`src/ipv_pkg.sv`:
```
// Shared types, constants and the CRC step function for the input packet validator.
package ipv_pkg;

   // Packet layout: byte offsets of each field.
   localparam logic [4:0] POS_VERSION     = 5'd4;
   localparam logic [4:0] POS_RSVD_LAST   = 5'd7;
   localparam logic [4:0] POS_EPOCH_LAST  = 5'd11;
   localparam logic [4:0] POS_COUNT_LAST  = 5'd15;
   localparam logic [4:0] POS_SLOT        = 5'd16;
   localparam logic [4:0] POS_FLAG        = 5'd17;
   localparam logic [4:0] POS_BTN_LAST    = 5'd19;
   localparam logic [4:0] POS_STICK_H     = 5'd20;
   localparam logic [4:0] POS_STICK_V     = 5'd21;
   localparam logic [4:0] POS_CRC_FIRST   = 5'd22;
   localparam logic [4:0] POS_LAST        = 5'd23;
   localparam logic [4:0] POS_MAX         = 5'd31;

   // Fixed content checks.
   localparam logic [31:0] MAGIC_WORD     = 32'h4D49_4E50;
   localparam logic [7:0]  FLAG_VALUE     = 8'h01;
   localparam logic [7:0]  SLOT_LIMIT     = 8'd4;
   localparam logic [7:0]  VERSION_RESET  = 8'h01;

   // CRC-16/CCITT, MSB first, no final xor.
   localparam logic [15:0] CRC_INIT       = 16'hFFFF;
   localparam logic [15:0] CRC_POLY       = 16'h1021;

   // Verdict word handed from the front end to the back end.
   typedef struct packed {
      logic        ok;
      logic [31:0] epoch;
      logic [31:0] counter;
      logic [1:0]  slot;
      logic [15:0] buttons;
      logic [7:0]  stick_h;
      logic [7:0]  stick_v;
   } verdict_type;

   // Magic byte expected at offsets 0 through 3.
   function automatic logic [7:0] magic_byte(input logic [1:0] idx);
      logic [7:0] val;
      case (idx)
         2'd0:    val = MAGIC_WORD[31:24];
         2'd1:    val = MAGIC_WORD[23:16];
         2'd2:    val = MAGIC_WORD[15:8];
         default: val = MAGIC_WORD[7:0];
      endcase
      return val;
   endfunction

   // One byte of CRC update, eight shift steps unrolled.
   function automatic logic [15:0] crc16_byte(input logic [15:0] crc, input logic [7:0] b);
      logic [15:0] c;
      c = crc ^ {b, 8'h00};
      for (int k = 0; k < 8; k++) begin
         c = c[15] ? ({c[14:0], 1'b0} ^ CRC_POLY) : {c[14:0], 1'b0};
      end
      return c;
   endfunction

endpackage

```
`src/input_packet_validator.sv`:
```
// Top level of the input packet validator: front end, verdict queue and back end.
// Throughput: one byte word per cycle, sustained, as long as the verdict queue has room.
// Path to the ports: the verdict queue is written at the edge that takes the marked final byte,
// and the output register loads it from the queue once that register is free or being drained.
// Reset (synchronous, active high) clears packet state, empties queue and output,
// and sets the expected version to 1.
module input_packet_validator import ipv_pkg::*; #(
   parameter int QUEUE_DEPTH = 4
) (
   input  logic               clock,
   input  logic               reset,
   input  logic               req_push,
   output logic               req_full,
   input  logic [7:0]         req_data_byte,
   input  logic               req_end_of_packet,
   output logic               rsp_empty,
   input  logic               rsp_pop,
   output logic               rsp_packet_ok,
   output logic [31:0]        rsp_session_epoch,
   output logic [31:0]        rsp_frame_counter,
   output logic [1:0]         rsp_player_slot,
   output logic [15:0]        rsp_button_bits,
   output logic signed [7:0]  rsp_stick_horizontal,
   output logic signed [7:0]  rsp_stick_vertical,
   input  logic               csr_write_enable,
   input  logic [7:0]         csr_write_data
);

   logic        q_full, q_push, q_pop, q_empty;
   verdict_type q_in_word, q_out_word;

   // Byte parsing and checking.
   ipv_front u_front (
      .clock             (clock),
      .reset             (reset),
      .req_push          (req_push),
      .req_full          (req_full),
      .req_data_byte     (req_data_byte),
      .req_end_of_packet (req_end_of_packet),
      .csr_write_enable  (csr_write_enable),
      .csr_write_data    (csr_write_data),
      .q_full            (q_full),
      .q_push            (q_push),
      .q_word            (q_in_word)
   );

   // Verdicts waiting for the result side.
   ipv_queue #(
      .QUEUE_DEPTH (QUEUE_DEPTH)
   ) u_queue (
      .clock     (clock),
      .reset     (reset),
      .push      (q_push),
      .push_word (q_in_word),
      .full      (q_full),
      .pop       (q_pop),
      .head_word (q_out_word),
      .empty     (q_empty)
   );

   // Result formation and output register.
   ipv_back u_back (
      .clock                (clock),
      .reset                (reset),
      .q_empty              (q_empty),
      .q_word               (q_out_word),
      .q_pop                (q_pop),
      .rsp_empty            (rsp_empty),
      .rsp_pop              (rsp_pop),
      .rsp_packet_ok        (rsp_packet_ok),
      .rsp_session_epoch    (rsp_session_epoch),
      .rsp_frame_counter    (rsp_frame_counter),
      .rsp_player_slot      (rsp_player_slot),
      .rsp_button_bits      (rsp_button_bits),
      .rsp_stick_horizontal (rsp_stick_horizontal),
      .rsp_stick_vertical   (rsp_stick_vertical)
   );

endmodule

```
`src/ipv_front.sv`:
```
// Front end: accepts packet bytes, checks and captures fields, and issues one verdict per packet.
module ipv_front import ipv_pkg::*; (
   input  logic        clock,
   input  logic        reset,
   input  logic        req_push,
   output logic        req_full,
   input  logic [7:0]  req_data_byte,
   input  logic        req_end_of_packet,
   input  logic        csr_write_enable,
   input  logic [7:0]  csr_write_data,
   input  logic        q_full,
   output logic        q_push,
   output verdict_type q_word
);

   logic [4:0]  pos_ff, pos_in;
   logic [15:0] crc_ff, crc_in;
   logic        bad_ff, bad_in;
   logic [31:0] epoch_ff, epoch_in;
   logic [31:0] counter_ff, counter_in;
   logic [7:0]  slot_ff, slot_in;
   logic [15:0] buttons_ff, buttons_in;
   logic [7:0]  stick_h_ff, stick_h_in;
   logic [7:0]  stick_v_ff, stick_v_in;
   logic [15:0] rx_crc_ff, rx_crc_in;
   logic [7:0]  version_ff, version_in;
   logic        accept;
   logic [15:0] rx_crc_final;

   // A word is taken whenever the verdict queue has room.
   assign req_full = q_full;
   assign accept   = req_push && !q_full;

   // The version register follows the configuration port.
   assign version_in = csr_write_enable ? csr_write_data : version_ff;

   // The received CRC as it stands once the final byte is included.
   assign rx_crc_final = {rx_crc_ff[7:0], req_data_byte};

   // Verdict for the packet that ends with this word.
   always_comb begin
      q_push          = accept && req_end_of_packet;
      q_word.ok       = !bad_ff && (pos_ff == POS_LAST) && (rx_crc_final == crc_ff)
                        && (epoch_ff != 32'd0) && (slot_ff < SLOT_LIMIT);
      q_word.epoch    = epoch_ff;
      q_word.counter  = counter_ff;
      q_word.slot     = slot_ff[1:0];
      q_word.buttons  = buttons_ff;
      q_word.stick_h  = stick_h_ff;
      q_word.stick_v  = stick_v_ff;
   end

   // Field checks and captures by byte offset.
   always_comb begin
      pos_in     = pos_ff;
      crc_in     = crc_ff;
      bad_in     = bad_ff;
      epoch_in   = epoch_ff;
      counter_in = counter_ff;
      slot_in    = slot_ff;
      buttons_in = buttons_ff;
      stick_h_in = stick_h_ff;
      stick_v_in = stick_v_ff;
      rx_crc_in  = rx_crc_ff;
      if (accept) begin
         case (pos_ff) inside
            [5'd0:5'd3]: begin
               if (req_data_byte != magic_byte(pos_ff[1:0])) bad_in = 1'b1;
            end
            POS_VERSION: begin
               if (req_data_byte != version_ff) bad_in = 1'b1;
            end
            [5'd5:POS_RSVD_LAST]: begin
               if (req_data_byte != 8'd0) bad_in = 1'b1;
            end
            [5'd8:POS_EPOCH_LAST]: begin
               epoch_in = {epoch_ff[23:0], req_data_byte};
            end
            [5'd12:POS_COUNT_LAST]: begin
               counter_in = {counter_ff[23:0], req_data_byte};
            end
            POS_SLOT: begin
               slot_in = req_data_byte;
            end
            POS_FLAG: begin
               if (req_data_byte != FLAG_VALUE) bad_in = 1'b1;
            end
            [5'd18:POS_BTN_LAST]: begin
               buttons_in = {buttons_ff[7:0], req_data_byte};
            end
            POS_STICK_H: begin
               stick_h_in = req_data_byte;
            end
            POS_STICK_V: begin
               stick_v_in = req_data_byte;
            end
            [POS_CRC_FIRST:POS_LAST]: begin
               rx_crc_in = rx_crc_final;
            end
            default: begin
               bad_in = 1'b1;
            end
         endcase

         // The CRC covers the bytes ahead of the CRC field only.
         if (pos_ff < POS_CRC_FIRST) crc_in = crc16_byte(crc_ff, req_data_byte);

         // The position saturates on overlong packets.
         if (pos_ff != POS_MAX) pos_in = pos_ff + 5'd1;

         // A marked word closes the packet and clears all packet state.
         if (req_end_of_packet) begin
            pos_in     = 5'd0;
            crc_in     = CRC_INIT;
            bad_in     = 1'b0;
            epoch_in   = 32'd0;
            counter_in = 32'd0;
            slot_in    = 8'd0;
            buttons_in = 16'd0;
            stick_h_in = 8'd0;
            stick_v_in = 8'd0;
            rx_crc_in  = 16'd0;
         end
      end
   end

   // Packet state and configuration registers.
   always_ff @(posedge clock) begin
      if (reset) begin
         pos_ff     <= 5'd0;
         crc_ff     <= CRC_INIT;
         bad_ff     <= 1'b0;
         epoch_ff   <= 32'd0;
         counter_ff <= 32'd0;
         slot_ff    <= 8'd0;
         buttons_ff <= 16'd0;
         stick_h_ff <= 8'd0;
         stick_v_ff <= 8'd0;
         rx_crc_ff  <= 16'd0;
         version_ff <= VERSION_RESET;
      end else begin
         pos_ff     <= pos_in;
         crc_ff     <= crc_in;
         bad_ff     <= bad_in;
         epoch_ff   <= epoch_in;
         counter_ff <= counter_in;
         slot_ff    <= slot_in;
         buttons_ff <= buttons_in;
         stick_h_ff <= stick_h_in;
         stick_v_ff <= stick_v_in;
         rx_crc_ff  <= rx_crc_in;
         version_ff <= version_in;
      end
   end

endmodule

```
`src/ipv_queue.sv`:
```
// Small verdict queue that decouples the front end from the back end.
module ipv_queue import ipv_pkg::*; #(
   parameter int QUEUE_DEPTH = 4
) (
   input  logic        clock,
   input  logic        reset,
   input  logic        push,
   input  verdict_type push_word,
   output logic        full,
   input  logic        pop,
   output verdict_type head_word,
   output logic        empty
);

   localparam int PtrW = (QUEUE_DEPTH > 1) ? $clog2(QUEUE_DEPTH) : 1;
   localparam int CntW = $clog2(QUEUE_DEPTH + 1);

   verdict_type     slots_ff [QUEUE_DEPTH];
   logic [PtrW-1:0] wr_ptr_ff, wr_ptr_in;
   logic [PtrW-1:0] rd_ptr_ff, rd_ptr_in;
   logic [CntW-1:0] count_ff, count_in;
   logic            do_wr, do_rd;

   assign full      = (count_ff == CntW'(QUEUE_DEPTH));
   assign empty     = (count_ff == '0);
   assign do_wr     = push && !full;
   assign do_rd     = pop && !empty;
   assign head_word = slots_ff[rd_ptr_ff];

   // Pointer and fill count updates; pointers wrap at the depth.
   always_comb begin
      wr_ptr_in = wr_ptr_ff;
      rd_ptr_in = rd_ptr_ff;
      count_in  = count_ff;
      if (do_wr) begin
         wr_ptr_in = (wr_ptr_ff == PtrW'(QUEUE_DEPTH - 1)) ? '0 : wr_ptr_ff + 1'b1;
      end
      if (do_rd) begin
         rd_ptr_in = (rd_ptr_ff == PtrW'(QUEUE_DEPTH - 1)) ? '0 : rd_ptr_ff + 1'b1;
      end
      if (do_wr && !do_rd) begin
         count_in = count_ff + 1'b1;
      end else if (do_rd && !do_wr) begin
         count_in = count_ff - 1'b1;
      end
   end

   // Control registers.
   always_ff @(posedge clock) begin
      if (reset) begin
         wr_ptr_ff <= '0;
         rd_ptr_ff <= '0;
         count_ff  <= '0;
      end else begin
         wr_ptr_ff <= wr_ptr_in;
         rd_ptr_ff <= rd_ptr_in;
         count_ff  <= count_in;
      end
   end

   // Entry storage.
   always_ff @(posedge clock) begin
      if (do_wr) begin
         slots_ff[wr_ptr_ff] <= push_word;
      end
   end

endmodule

```
`src/ipv_back.sv`:
```
// Back end: forms the result word from a verdict and holds it in the output register.
module ipv_back import ipv_pkg::*; (
   input  logic               clock,
   input  logic               reset,
   input  logic               q_empty,
   input  verdict_type        q_word,
   output logic               q_pop,
   output logic               rsp_empty,
   input  logic               rsp_pop,
   output logic               rsp_packet_ok,
   output logic [31:0]        rsp_session_epoch,
   output logic [31:0]        rsp_frame_counter,
   output logic [1:0]         rsp_player_slot,
   output logic [15:0]        rsp_button_bits,
   output logic signed [7:0]  rsp_stick_horizontal,
   output logic signed [7:0]  rsp_stick_vertical
);

   logic        valid_ff, valid_in;
   verdict_type out_ff, out_in;
   logic        load;

   // Load a new verdict whenever the output register is free or being drained.
   assign load  = !q_empty && (!valid_ff || rsp_pop);
   assign q_pop = load;

   // A failed packet reports every field as zero.
   always_comb begin
      valid_in = valid_ff;
      out_in   = out_ff;
      if (load) begin
         valid_in = 1'b1;
         out_in   = q_word.ok ? q_word : '0;
      end else if (rsp_pop) begin
         valid_in = 1'b0;
      end
   end

   always_ff @(posedge clock) begin
      if (reset) begin
         valid_ff <= 1'b0;
      end else begin
         valid_ff <= valid_in;
      end
   end

   always_ff @(posedge clock) begin
      out_ff <= out_in;
   end

   assign rsp_empty            = !valid_ff;
   assign rsp_packet_ok        = out_ff.ok;
   assign rsp_session_epoch    = out_ff.epoch;
   assign rsp_frame_counter    = out_ff.counter;
   assign rsp_player_slot      = out_ff.slot;
   assign rsp_button_bits      = out_ff.buttons;
   assign rsp_stick_horizontal = $signed(out_ff.stick_h);
   assign rsp_stick_vertical   = $signed(out_ff.stick_v);

endmodule

```
`config.mk`:
```
export PLATFORM = sky130hd
export DESIGN_NAME = input_packet_validator
export DESIGN_NICKNAME = d
export VERILOG_FILES = /design/src/ipv_pkg.sv /design/src/input_packet_validator.sv /design/src/ipv_front.sv /design/src/ipv_queue.sv /design/src/ipv_back.sv
export SDC_FILE = /design/constraint.sdc
export NUM_CORES = 1
export LEC_CHECK = 0
export ABC_AREA = 0
export BUFFER_PORTS_ARGS = -buffer_cell sky130_fd_sc_hd__buf_2
export CAP_MARGIN = 20
export CORE_MARGIN = 5
export CORE_UTILIZATION = 25
export DETAILED_ROUTE_END_ITERATION = 16
export SYNTH_ARGS = -nofsm -noshare
export SYNTH_HDL_FRONTEND = slang
export SYNTH_SLANG_ARGS = --single-unit
export TNS_END_PERCENT = 20
```
`constraint.sdc`:
```
create_clock -name clock -period 11.4 [get_ports clock]
set_input_delay 3.42 -clock clock [delete_from_list [all_inputs] [get_ports clock]]
set_output_delay 3.42 -clock clock [all_outputs]
set_load 0.1 [all_outputs]
```
### Word-level counts from Yosys, hierarchy flattened

Memories as Yosys holds them, arrays and structs flattened. A register that Yosys moved wholly into a read port is not among the register bits.
Cells that the tools add are included.
W data, S select, Z words.

| storage, ports and cells | value |
|---|---|
| flip-flop bits (word level) | 249 |
| bits in writable memories | 396 |
| input port bits | 22 |
| output and inout bits | 101 |
| memories | 1 |

Memory list:

| memory | words | bits a word | rd ports | clocked after memory_dff | write ports | RTL line | text |
|---|---|---|---|---|---|---|---|
| u_queue.slots_ff | 4 | 99 | 1 | 1 | 1 | ipv_queue.sv:18 | `verdict_type slots_ff [QUEUE_DEPTH];` |

| operators by class | value |
|---|---|
| add/sub/neg operators | 5 |
| magnitude comparators | 14 |
| eq/ne operators | 37 |
| multiplexer cells | 102 |
| bitwise logic cells | 9 |
| reduce and logical (&&, ||, !) cells | 49 |

Operators by type and width:

| operator | number |
|---|---|
| $mux W32 | 11 |
| $mux W8 | 42 |
| $mux W16 | 11 |
| $mux W13 | 8 |
| $mux W99 | 1 |
| $reduce_bool A32 Y1 | 1 |
| $eq A5 B5 Y1 const B | 5 |
| $ne A6 B2 Y1 const B | 4 |
| $not A3 Y3 | 8 |
| $reduce_and A12 Y1 | 2 |
| $reduce_bool A2 Y1 | 11 |
| $mux W1 | 20 |
| $ne A2 B2 Y1 const B | 10 |
| $logic_and A1 B1 Y1 | 17 |
| $eq A16 B16 Y1 | 1 |
| $ne A8 B8 Y1 | 2 |
| $xor A16 B16 Y16 | 1 |
| $ne A5 B2 Y1 const B | 3 |
| $pmux W5 S3 | 1 |
| $reduce_and A11 Y1 | 1 |
| $ge A5 B4 Y1 const B | 2 |
| $ge A5 B5 Y1 const B | 2 |
| $le A5 B4 Y1 const B | 2 |
| $le A5 B5 Y1 const B | 2 |
| other kinds (34) | 48 |

### Logic depth before layout (Yosys ltp)

Gate-level depths: netlist of run 1.

| depth | value |
|---|---|
| depth after elaboration | 19 |
| gate-level depth with buffers | 11 |

### By module

Synthesis of run 1 repeated with hierarchy kept, for this count alone.

| unflattened totals | value |
|---|---|
| cells, all modules | 1,413 |
| area, all modules | 24,562.3 µm² |

Modules (own cells, without submodules):

| module | instances | cells each | area each (µm²) |
|---|---|---|---|
| ipv_queue | 1 | 567 | 14,716.6 |
| ipv_front | 1 | 634 | 6,153.4 |
| ipv_back | 1 | 212 | 3,692.3 |

### Worst setup path after synthesis of run 1

Ideal clock, no wire load.

| timing path | value |
|---|---|
| path type | input to register |
| from | input rsp_pop |
| to | register u_queue.count_ff[2] |
| setup time | 70 ps |
| arrival | 9,951 ps |
| data required time | 11,330 ps |
| setup slack | 1,379 ps |
| stages on the path | 9 |
| path buffers | 0 |
| path through | inv_1 > a21oi_1 > inv_1 > ha_1 > inv_1 > fa_1 > xor2_1 > or3_1 > a21oi_1 |

| on the way | value |
|---|---|
| word-level cells in the longest chain between the ends | 6 |
| elaborated cells on any way between the ends | 8 |
| classes of those cells | mux (1); reduce/logical (7) |

Ends and longest elaborated chain:

| element | RTL line | text |
|---|---|---|
| start, declared | input_packet_validator.sv:17 | `input logic rsp_pop,` |
| $logic_or A1 B1 Y1 * | ipv_back.sv:24 | `assign load = !q_empty && (!valid_ff \|\| rsp_pop);` |
| $logic_and A1 B1 Y1 * | ipv_back.sv:24 |  |
| via q_pop | input_packet_validator.sv:29 | `logic q_full, q_push, q_pop, q_empty;` |
| $logic_and A1 B1 Y1 * | ipv_queue.sv:27 | `assign do_rd = pop && !empty;` |
| $logic_not A1 Y1 | ipv_queue.sv:41 | `if (do_wr && !do_rd) begin` |
| $logic_and A1 B1 Y1 | ipv_queue.sv:41 |  |
| $mux W3 / $reduce_bool A2 Y1 (equally long branches) | n/a |  |
| end signal, assigned | ipv_queue.sv:57 | `count_ff <= count_in;` |
| end, declared | ipv_queue.sv:21 | `logic [CntW-1:0] count_ff, count_in;` |

Mark *: on every way through the listed nets, which the timed path passes. The rest lies on a longest branch.
A chain may end at the register's enable or synchronous reset.

### Final worst setup path of run 1

| timing path | value |
|---|---|
| from | input req_push |
| to | memory u_queue.slots_ff[1][6] in the netlist's numbering (enable) |

| on the way | value |
|---|---|
| word-level cells in the longest chain between the ends | 5 |

Ends and longest elaborated chain:

| element | RTL line | text |
|---|---|---|
| start, declared | input_packet_validator.sv:12 | `input logic req_push,` |
| $logic_and A1 B1 Y1 | ipv_front.sv:32 | `assign accept = req_push && !q_full;` |
| $logic_and A1 B1 Y1 | ipv_front.sv:42 | `q_push = accept && req_end_of_packet;` |
| $logic_and A1 B1 Y1 | ipv_queue.sv:26 | `assign do_wr = push && !full;` |
| $mux W1 | ipv_queue.sv:63 | `if (do_wr) begin` |
| $mux W1 (implied by the code) | ipv_queue.sv:64 | `slots_ff[wr_ptr_ff] <= push_word;` |
| end, declared | ipv_queue.sv:18 |  |

No other way between the ends.

==> reports/metrics.cfg, run 1 <==
[setup_path]
crit_path_start_kind = input pin
worstPathBufferInverterCount = 2
path_cells = buf_2 > and2_0 > and3_4 > buf_4
path_max_fanout = 53
crit_arrival_ps = 5840
critPathTopFamily = simple AND/OR/NAND/NOR gates
cp.required_ps = 11630
worst_setup_path_end_kind = flip-flop
cp_slowest_cell = and3_4
critPathKind = in -> reg
max_stage_delay_ps = 820

[floorplanning]
fp-row-count = 114
start_util_pct = 25.23
core-area_mm2 = 0.09685
die_w_um = 322.7
die_h_um = 322.7
ioPinCount = 123
die_area_mm2 = 0.1041

[synth]
syn_area_mm2 = 0.02444
synth_top_area_share_pct = 60.82
synthCells = 1407
synth_seq_cells = 647
synth_edf_count = 495
synth_flop_cell = edfxtp_1
ys_seq_area_share_pct = 73.27
ys_warn_count = 0
post_synth.cell_area_avg_um2 = 17.37
syn_nets = 1444
synthArstFlopShare_pct = 0
ys_top_cells_by_area = edfxtp_1 (61%), dfxtp_1 (12%), mux4_2 (9.0%)
synth_cell_types = 62
synth_top_area_cell = edfxtp_1

[route]
avgRoutedWirePerCell_um = 19.12
vias_per_cell = 4.438
dr.pass1.iters = 5
drtIter0Drc = 809
drt-total-wl_um = 54390
drt.antenna.violating_nets = 0
vias = 12627
route.detailed.drc = 0

[timing]
worst_pin_slew_ps = 1076
max_freq_mhz = 178.4
clock_skew_ps = 26.76
period_share_pct = 49.18
rsz0062_at_grt = no
final.setup.tns_ps = 0
worst_slack_ps = 5794
hold_viol_final = 0
relSlewSlack_pct = 28.26
setup_viol = 0
slew_viol_final = 0
period_minus_slack_ps = 5606

[clock_network]
clk_latency_ps = 630
clockBufferDepth = 3
clock-root-buffer = clkbuf_16
htree_levels = 2
cts_setup_buffers = 0
cts_tree = yes
clock-sinks = 647
numCtsBuffers = 58
clk_pin_slew_ps = 60
holdBufCountCts = 0
cts_resized = 0

[placement]
portBuffers = 122
gp_congestion = 0.7796
place_ws_ps = 5126
dpl.hpwl_um = 33320

[global_route]
grt_pass1_vias = 13040
grt_max_degree = 94
antenna_found_initial = 6
gr-total-overflow = 0
grtUsageTotal_pct = 10.25
grt_pass1_wl_um = 82290

[pwr]
ir_drop_v = 0.0001486
p_per_area_mw_per_mm2 = 266.8
p_leak_uw = 0.009149

[cells_and_area]
fillCellCount = 9461
seq_area_mm2 = 0.01791
drive_gt1_share_pct = 21.94
layout.cells.most_common = edfxtp_1
multi_input_area_mm2 = 0.006076
layout_common_cells = edfxtp_1 (495), dfxtp_1 (150), buf_2 (122)
nNetsFinal = 1556
syn2layout_area_growth_pct = 15.65
postLayoutCoreUtil_pct = 29.18

[outcome]
status = completed

[min_path]
holdCritPathClass = reg -> reg

[flow_run]
max-cap-violations = 0

-- tightest hold or removal path: cells and delay by family (launching register included) --
family / cells / cell delay [ps]
AO/OA/AOI/OAI: 2 / 140
flip-flops: 1 / 310
-- cell usage after synthesis (5+ instances only) --
cell type	instances
a21oi_1	32
a22o_1	64
and3_1	8
buf_2	20
buf_6	5
clkbuf_1	54
dfxtp_1	152
edfxtp_1	495
ha_1	14
inv_1	31
mux2i_1	13
mux4_2	98
nand2_1	15
nand2b_1	35
nand3_1	13
nand4_1	8
nor2_1	44
nor2b_1	103
nor3_1	14
nor4_1	16
o21ai_0	20
o21bai_1	7
o22ai_1	25
o32ai_1	16
xnor2_1	34
xor2_1	18
-- per-stage QoR --
stage | hold slack, ps | total power, uW | instances | cell area, um2
after floorplan | 443.7 | 5253 | 1407 | 24440
after global placement | 461.7 | 5762 | 2734 | 26400
after detailed placement | 477.4 | 5773 | 2735 | 26420
after CTS | 486.2 | 7678 | 2844 | 28260
after global routing | 509.4 | 7867 | 2845 | 28260
final | 492.0 | 7542 | 2845 | 28260
-- worst paths after layout --
path / from / endpoint / slack (ps) / cells past startpoint
max reg2reg: u_queue.count_ff[0] / u_queue.slots_ff[1][6] / 8100 / 4
min reg2reg: u_front.slot_ff[7] / u_front.slot_ff[7] / 490 / 2
max: req_push / u_queue.slots_ff[1][6] / 5790 / 4
min: u_front.slot_ff[7] / u_front.slot_ff[7] / 490 / 2
-- state kept, by name (all words and copies together) (netlist names), 5 cells and up, named ones only --
register                     flops
u_back.rsp_button_bits          16
u_queue.slots_ff               396
u_front.rx_crc_ff                8
u_front.counter_ff              32
u_front.buttons_ff              16
u_back.rsp_frame_counter        32
u_front.crc_ff                  16
u_front.pos_ff                   5
u_front.version_ff               8
u_back.rsp_stick_horizontal      8
u_back.rsp_session_epoch        32
u_back.rsp_stick_vertical        8
u_front.stick_h_ff               8
u_front.epoch_ff                32
u_front.stick_v_ff               8
u_front.slot_ff                  8
-- power by group --
part	switching [uW]	total (uW)	internal (uW)
sequential	142	3040	2900
combinational	2020	2610	591
clock	875	1890	1010
total	3040	7540	4500
-- per-layer routing --
layer | part of all wire (%) | GRT usage, %
met5 | 0.024 | 0
met4 | 3.9 | 4.236
met3 | 5.0 | 1.813
met2 | 49 | 17.38
met1 | 42 | 13.04
-- logic make-up after synthesis --
group                    after synthesis  share of synthesized area (%)
flip-flops                           647                          73.27
AND/OR/NAND/NOR                      281                          6.840
AO/OA/AOI/OAI                        185                          5.534
buffers and inverters                114                          2.038
multiplexers                         113                          9.655
XOR/XNOR                              52                          1.864
adder cells (fa/ha/maj)               15                         0.7987
-- area by class of cell --
cell class	instances	area share [%]
clock inverters	28	0.7614
diodes	1	0.008853
well taps	1276	5.649
inverters	31	0.4117
flip-flops and latches	647	63.38
multi-input cells	646	21.50
clock buffers	81	5.759
repair buffers	135	2.532
(Power assumes the default switching activity.)
==> inputs of run 2 (changes only) <==
--- a/config.mk
+++ b/config.mk
@@ -5,7 +5,7 @@
 export SDC_FILE = /design/constraint.sdc
 export NUM_CORES = 1
 export LEC_CHECK = 0
-export ABC_AREA = 0
+export ABC_AREA = 1
 export BUFFER_PORTS_ARGS = -buffer_cell sky130_fd_sc_hd__buf_2
 export CAP_MARGIN = 20
 export CORE_MARGIN = 5
==> constraint.sdc (replaced) <==
create_clock -name clock -period 5.4 [get_ports clock]
set_input_delay 1.62 -clock clock [delete_from_list [all_inputs] [get_ports clock]]
set_output_delay 1.62 -clock clock [all_outputs]
set_load 0.1 [all_outputs]
==> reports/metrics.cfg, run 2 <==
[cells_and_area]
layout.cells.most_common = edfxtp_1
largest_reg_flops = 396  ; unchanged
largest_register = u_queue.slots_ff
layout_common_cells = edfxtp_1 (495), nor2_1 (388), nand2_1 (325)
fillCellCount = 10357  ; +9.5%
final_cells = 3769  ; +32%
syn2layout_area_growth_pct = 17.17
drive_gt1_share_pct = 12.96  ; -9.0 points
postLayoutCoreUtil_pct = 29.46  ; +0.28 points
nNetsFinal = 2377  ; +53%

[global_route]
grtUsageTotal_pct = 11.11  ; +0.86 points
antenna_found_initial = 6  ; unchanged
grt_max_degree = 185  ; +97%
gr-total-overflow = 0  ; unchanged
grt_pass1_vias = 15574  ; +19%
grt_pass1_wl_um = 95440  ; +16%

[clock_network]
clock-sinks = 647  ; unchanged
numCtsBuffers = 71  ; +22%
clock-root-buffer = clkbuf_16
cts_tree = yes
cts_setup_buffers = 0  ; unchanged
clk_latency_ps = 610  ; -20 ps
clk_pin_slew_ps = 60  ; about the same
cts_resized = 0  ; unchanged
htree_levels = 3  ; +1
clockBufferDepth = 3  ; unchanged
holdBufCountCts = 0  ; unchanged

[setup_path]
max_stage_delay_ps = 480  ; -340 ps
crit_path_start_kind = input pin
cp.required_ps = 5680  ; -5950 ps
crit_path_frequent_cell = nor2_4
critPathTopFamily = buffers and inverters
worstPathBufferInverterCount = 5  ; +3
crit_arrival_ps = 3750  ; -2090 ps
critPathKind = in -> reg
path_max_fanout = 42  ; -21%
worst_setup_path_end_kind = flip-flop
path_cells = buf_2 > inv_2 > nor2_4 > clkinv_1 > buf_4 > nor2_4 > buf_12
cp_slowest_cell = buf_2

[timing]
period_share_pct = 64.14
setup_viol = 0  ; unchanged
hold_viol_final = 0  ; unchanged
period_minus_slack_ps = 3464
max_freq_mhz = 288.7
rsz0062_at_grt = no
relSlewSlack_pct = 21.06  ; -7.2 points
slew_viol_final = 0  ; unchanged
clock_skew_ps = 20.80  ; -5.963 ps
worst_pin_slew_ps = 1184  ; +108.0 ps

[synth]
synth_seq_cells = 647  ; unchanged
synth_common_cells = edfxtp_1 (495), nor2_1 (392), nand2_1 (325)
syn_nets = 2284  ; +58%
synth_top_area_cell = edfxtp_1
synth_top_area_share_pct = 58.10  ; -2.7 points
synth_flop_cell = edfxtp_1
syn_area_mm2 = 0.02558  ; +4.7%
ys_top_cells_by_area = edfxtp_1 (58%), dfxtp_1 (12%), nor2_1 (5.8%)
synth_edf_count = 495  ; unchanged
synth_cell_types = 50  ; -19%
post_synth.cell_area_avg_um2 = 11.39  ; -34%
post-synth-top-count-cell = edfxtp_1
synthArstFlopShare_pct = 0  ; unchanged
ys_warn_count = 0  ; unchanged
synthCells = 2247  ; +60%
ys_seq_area_share_pct = 70.00  ; -3.3 points

[placement]
dpl.hpwl_um = 37000  ; +11%
gp_congestion = 0.7928  ; +1.7%
portBuffers = 122  ; unchanged
dp_cells = 3634  ; +33%

[outcome]
status = completed

[route]
vias_per_cell = 4.362  ; -1.7%
drtIter0Drc = 1297  ; +60%
drt-total-wl_um = 61460  ; +13%
drt.antenna.violating_nets = 0  ; unchanged
vias = 16441  ; +30%
avgRoutedWirePerCell_um = 16.31  ; -15%
route.detailed.drc = 0  ; unchanged
dr.pass1.iters = 5  ; unchanged

[floorplanning]
ioPinCount = 123  ; unchanged
die_w_um = 329.9  ; +2.2%
die_h_um = 329.9  ; +2.2%
start_util_pct = 25.15  ; -0.089 points
fp-row-count = 117  ; +2.6%
core-area_mm2 = 0.1017  ; +5.0%
die_area_mm2 = 0.1088  ; +4.5%

[pwr]
ir_drop_v = 0.0003447  ; +130%
p_leak_uw = 0.01099  ; +20%
p_per_area_mw_per_mm2 = 598.9  ; +120%

[flow_run]
max-cap-violations = 0  ; unchanged

[min_path]
holdCritPathClass = reg -> reg

==> run 2: path summary, 6_finish.rpt <==
path                           from                              to  slack [ps]  depth (start not counted)
setup / recovery  req_end_of_packet         u_queue.slots_ff[1][80]        1940                          7
hold / removal       u_front.bad_ff                  u_front.bad_ff         450                          2
setup reg to reg          flip-flop  u_back.rsp_stick_horizontal[3]        2130                          6
hold reg to reg      u_front.bad_ff                  u_front.bad_ff         450                          2
==> run 2: layout make-up <==
cell class / instances / area, um2 / area share [%]
Sequential cell: 647 / 17910 / 59.77
Clock inverter: 38 / 327.8 / 1.094
Timing Repair Buffer: 147 / 895.9 / 2.989
Tap cell: 1368 / 1712 / 5.710
Multi-Input combinational cell: 1289 / 6430 / 21.45
Inverter: 184 / 704.4 / 2.350
Clock buffer: 94 / 1986 / 6.624
Antenna cell: 2 / 5.005 / 0.01670
==> run 2: through the flow <==
step | setup WS [ps] | power, uW | area [um2] | setup TNS, ps | hold WS, ps
CTS | 1711 | 18220 | 29940 | 0 | 454.2
finish | 1936 | 17950 | 29980 | 0 | 452.5
detailed placement | 1311 | 13460 | 27630 | 0 | 445.1
global route | 1791 | 18910 | 29970 | 0 | 491.6
global placement | 1327 | 13410 | 27630 | 0 | 444.0
floorplan | -1614 | 11940 | 25600 | -639230 | 430.0
==> run 2: logic make-up (layout without fill, tap and decap cells) <==
family          Yosys count  in the layout  synth area share, %
xor+xnor                 26             26               0.8901
simple gates            850            850                13.68
fa+ha+maj                15             15               0.7630
flops                   647            647                70.00
buf+inv                 311            463                5.091
other cells               0              2                    0
compound gates          398            398                9.581
==> run 2: per-layer routing <==
metal	up-vias	routed length [um]	global-route usage, %
li1	7995	-	-
met1	7964	28590	15.65
met2	397	27880	17.29
met3	85	3773	2.587
met4	0	1217	2.960
met5	-	0	0
==> run 2: where the power goes <==
part           leakage (uW)  total, uW  internal, uW  switching (uW)
Sequential          0.00595       6640          6300             338
Clock               0.00113       4740          2760            1980
Combinational       0.00391       6570          1180            5390
Total                0.0110      18000         10200            7710
==> run 2: worst register-to-register path, delay by kind of cell, from the launching register on <==
| kind | cells | cell delay, ps |
|---|---|---|
| buffers and inverters | 3 | 1190 |
| AO/OA/AOI/OAI | 2 | 1150 |
| flip-flops | 1 | 440 |
| AND/OR/NAND/NOR | 1 | 330 |
==> inputs of run 3 (changes only) <==
==> constraint.sdc (replaced) <==
create_clock -name clock -period 3.4 [get_ports clock]
set_input_delay 1.02 -clock clock [delete_from_list [all_inputs] [get_ports clock]]
set_output_delay 1.02 -clock clock [all_outputs]
set_load 0.1 [all_outputs]
==> reports/metrics.cfg, run 3 (synthesized netlist as in run 2, its figures left out) <==
[clock_network]
htree_levels = 3  ; unchanged
clock-root-buffer = clkbuf_16
numCtsBuffers = 71  ; unchanged
clk_latency_ps = 610  ; about the same
cts_resized = 0  ; unchanged
clock-sinks = 647  ; unchanged
holdBufCountCts = 0  ; unchanged
cts_setup_buffers = 0  ; unchanged
cts_tree = yes
clockBufferDepth = 3  ; unchanged
clk_pin_slew_ps = 60  ; about the same

[cells_and_area]
largest_reg_flops = 396  ; unchanged
drive_gt1_share_pct = 13.82  ; +0.86 points
nNetsFinal = 2396  ; +0.80%
layout.cells.most_common = edfxtp_1
num_antenna_cells = 0  ; -2
layout_common_cells = edfxtp_1 (495), nor2_1 (387), nand2_1 (325)
syn2layout_area_growth_pct = 18.31
largest_register = u_queue.slots_ff

[route]
avgRoutedWirePerCell_um = 16.24  ; -0.40%
drt.antenna.violating_nets = 0  ; unchanged
drt-total-wl_um = 61450  ; about the same
vias = 16362  ; -0.48%
dr.pass1.iters = 5  ; unchanged
route.detailed.drc = 0  ; unchanged
vias_per_cell = 4.324  ; -0.88%
drtIter0Drc = 1090  ; -16%

[outcome]
status = completed

[timing]
worst_pin_slew_ps = 807.4  ; -376.6 ps
clock_skew_ps = 24.82  ; +4.019 ps
max_freq_mhz = 370.0
hold_viol_final = 0  ; unchanged
relSlewSlack_pct = 46.17  ; +25 points
slew_viol_final = 0  ; unchanged
rsz0062_at_grt = no
setup_viol = 0  ; unchanged
whs_ps = 464.0  ; +11.54 ps
period_share_pct = 79.50
period_minus_slack_ps = 2703

[floorplanning]
core-area_mm2 = 0.1017  ; unchanged
ioPinCount = 123  ; unchanged
die_h_um = 329.9  ; unchanged
start_util_pct = 25.15  ; unchanged
die_w_um = 329.9  ; unchanged
fp-row-count = 117  ; unchanged
die_area_mm2 = 0.1088  ; unchanged

[flow_run]
max-cap-violations = 0  ; unchanged

[placement]
gp_congestion = 0.8175  ; +3.1%
dpl.hpwl_um = 37530  ; +1.4%
portBuffers = 122  ; unchanged

[global_route]
grt_max_degree = 104  ; -44%
grt_pass1_wl_um = 95590  ; +0.15%
grt_pass1_vias = 15851  ; +1.8%
antenna_found_initial = 4  ; -2
grtUsageTotal_pct = 11.15  ; +0.039 points
gr-total-overflow = 0  ; unchanged

[setup_path]
crit_path_start_kind = flip-flop
path_max_fanout = 3  ; -93%
crit_arrival_ps = 1680  ; -2070 ps
timing.rr.end = u_front.counter_ff[28]
critPathKind = reg -> out
reg2reg_setup_slack_ps = 800  ; -1330 ps
worst_setup_path_end_kind = output port
r2r_cells = 11  ; +5
cp.required_ps = 2380  ; -3300 ps
r2r_start = u_front.pos_ff[0]

[min_path]
holdCritPathClass = reg -> reg
holdPathStages = 2  ; unchanged
min_to = u_front.bad_ff
hp-start = u_front.bad_ff

[pwr]
p_per_area_mw_per_mm2 = 952.7  ; +59%
ir_drop_v = 0.0007410  ; +110%
p_leak_uw = 0.01113  ; +1.3%
power.total_uw = 28840  ; +61%

## run 3: layout make-up
cell class	instances	area [um2]
fill	10316	71470
sequential	647	17910
multi-input combinational	1289	6440
clock buffer	102	2058
tap	1368	1712
timing repair buffer	166	1131
inverter	184	704.4
clock inverter	28	306.5
## run 3: power breakdown
group	internal [uW]	total, uW	switching, uW
Combinational	1990	10500	8550
Clock	4620	7730	3100
Sequential	10000	10600	562
Total	16600	28800	12200
## run 3: metrics by stage
stage          instances  setup TNS (ps)  cell area [um2]  utilization, %  worst slack [ps]
3_3_place_gp        3654               0            27900           27.42             347.4
3_5_place_dp        3654               0            27900           27.42             309.3
5_1_grt             3784               0            30270           29.75             583.5
4_1_cts             3784               0            30270           29.75             639.2
6_report            3784               0            30270           29.75             697.2
2_1_floorplan       2247         -162570            25640               -            -663.1
## run 3: worst max-delay path: stages, from the launching register on
cell	delay, ps
dfxtp_1	330
inv_1	130
nand3_1	130
inv_1	70
buf_2	410
## run 3: worst max path at each step
stage                     cells past startpoint                      end           startpoint  slack (ps)
final                                         4                 req_full  u_queue.count_ff[1]         700
after global placement                        6  u_queue.slots_ff[2][90]             req_push         350
after global routing                         11   u_front.counter_ff[31]    u_front.pos_ff[0]         580
after CTS                                     4                 req_full  u_queue.count_ff[1]         640
after floorplan                               8      u_queue.count_ff[1]              rsp_pop        -660
after detailed placement                      6  u_queue.slots_ff[2][84]    req_end_of_packet         310
## run 3: routing by layer
layer  wire length (um)  GRT usage, %  vias up
li1                   -             -     8042
met1              28860         15.60     7886
met2              28290         17.84      342
met3               2914         2.160       90
met4               1378         2.904        2
met5                  7             0        -
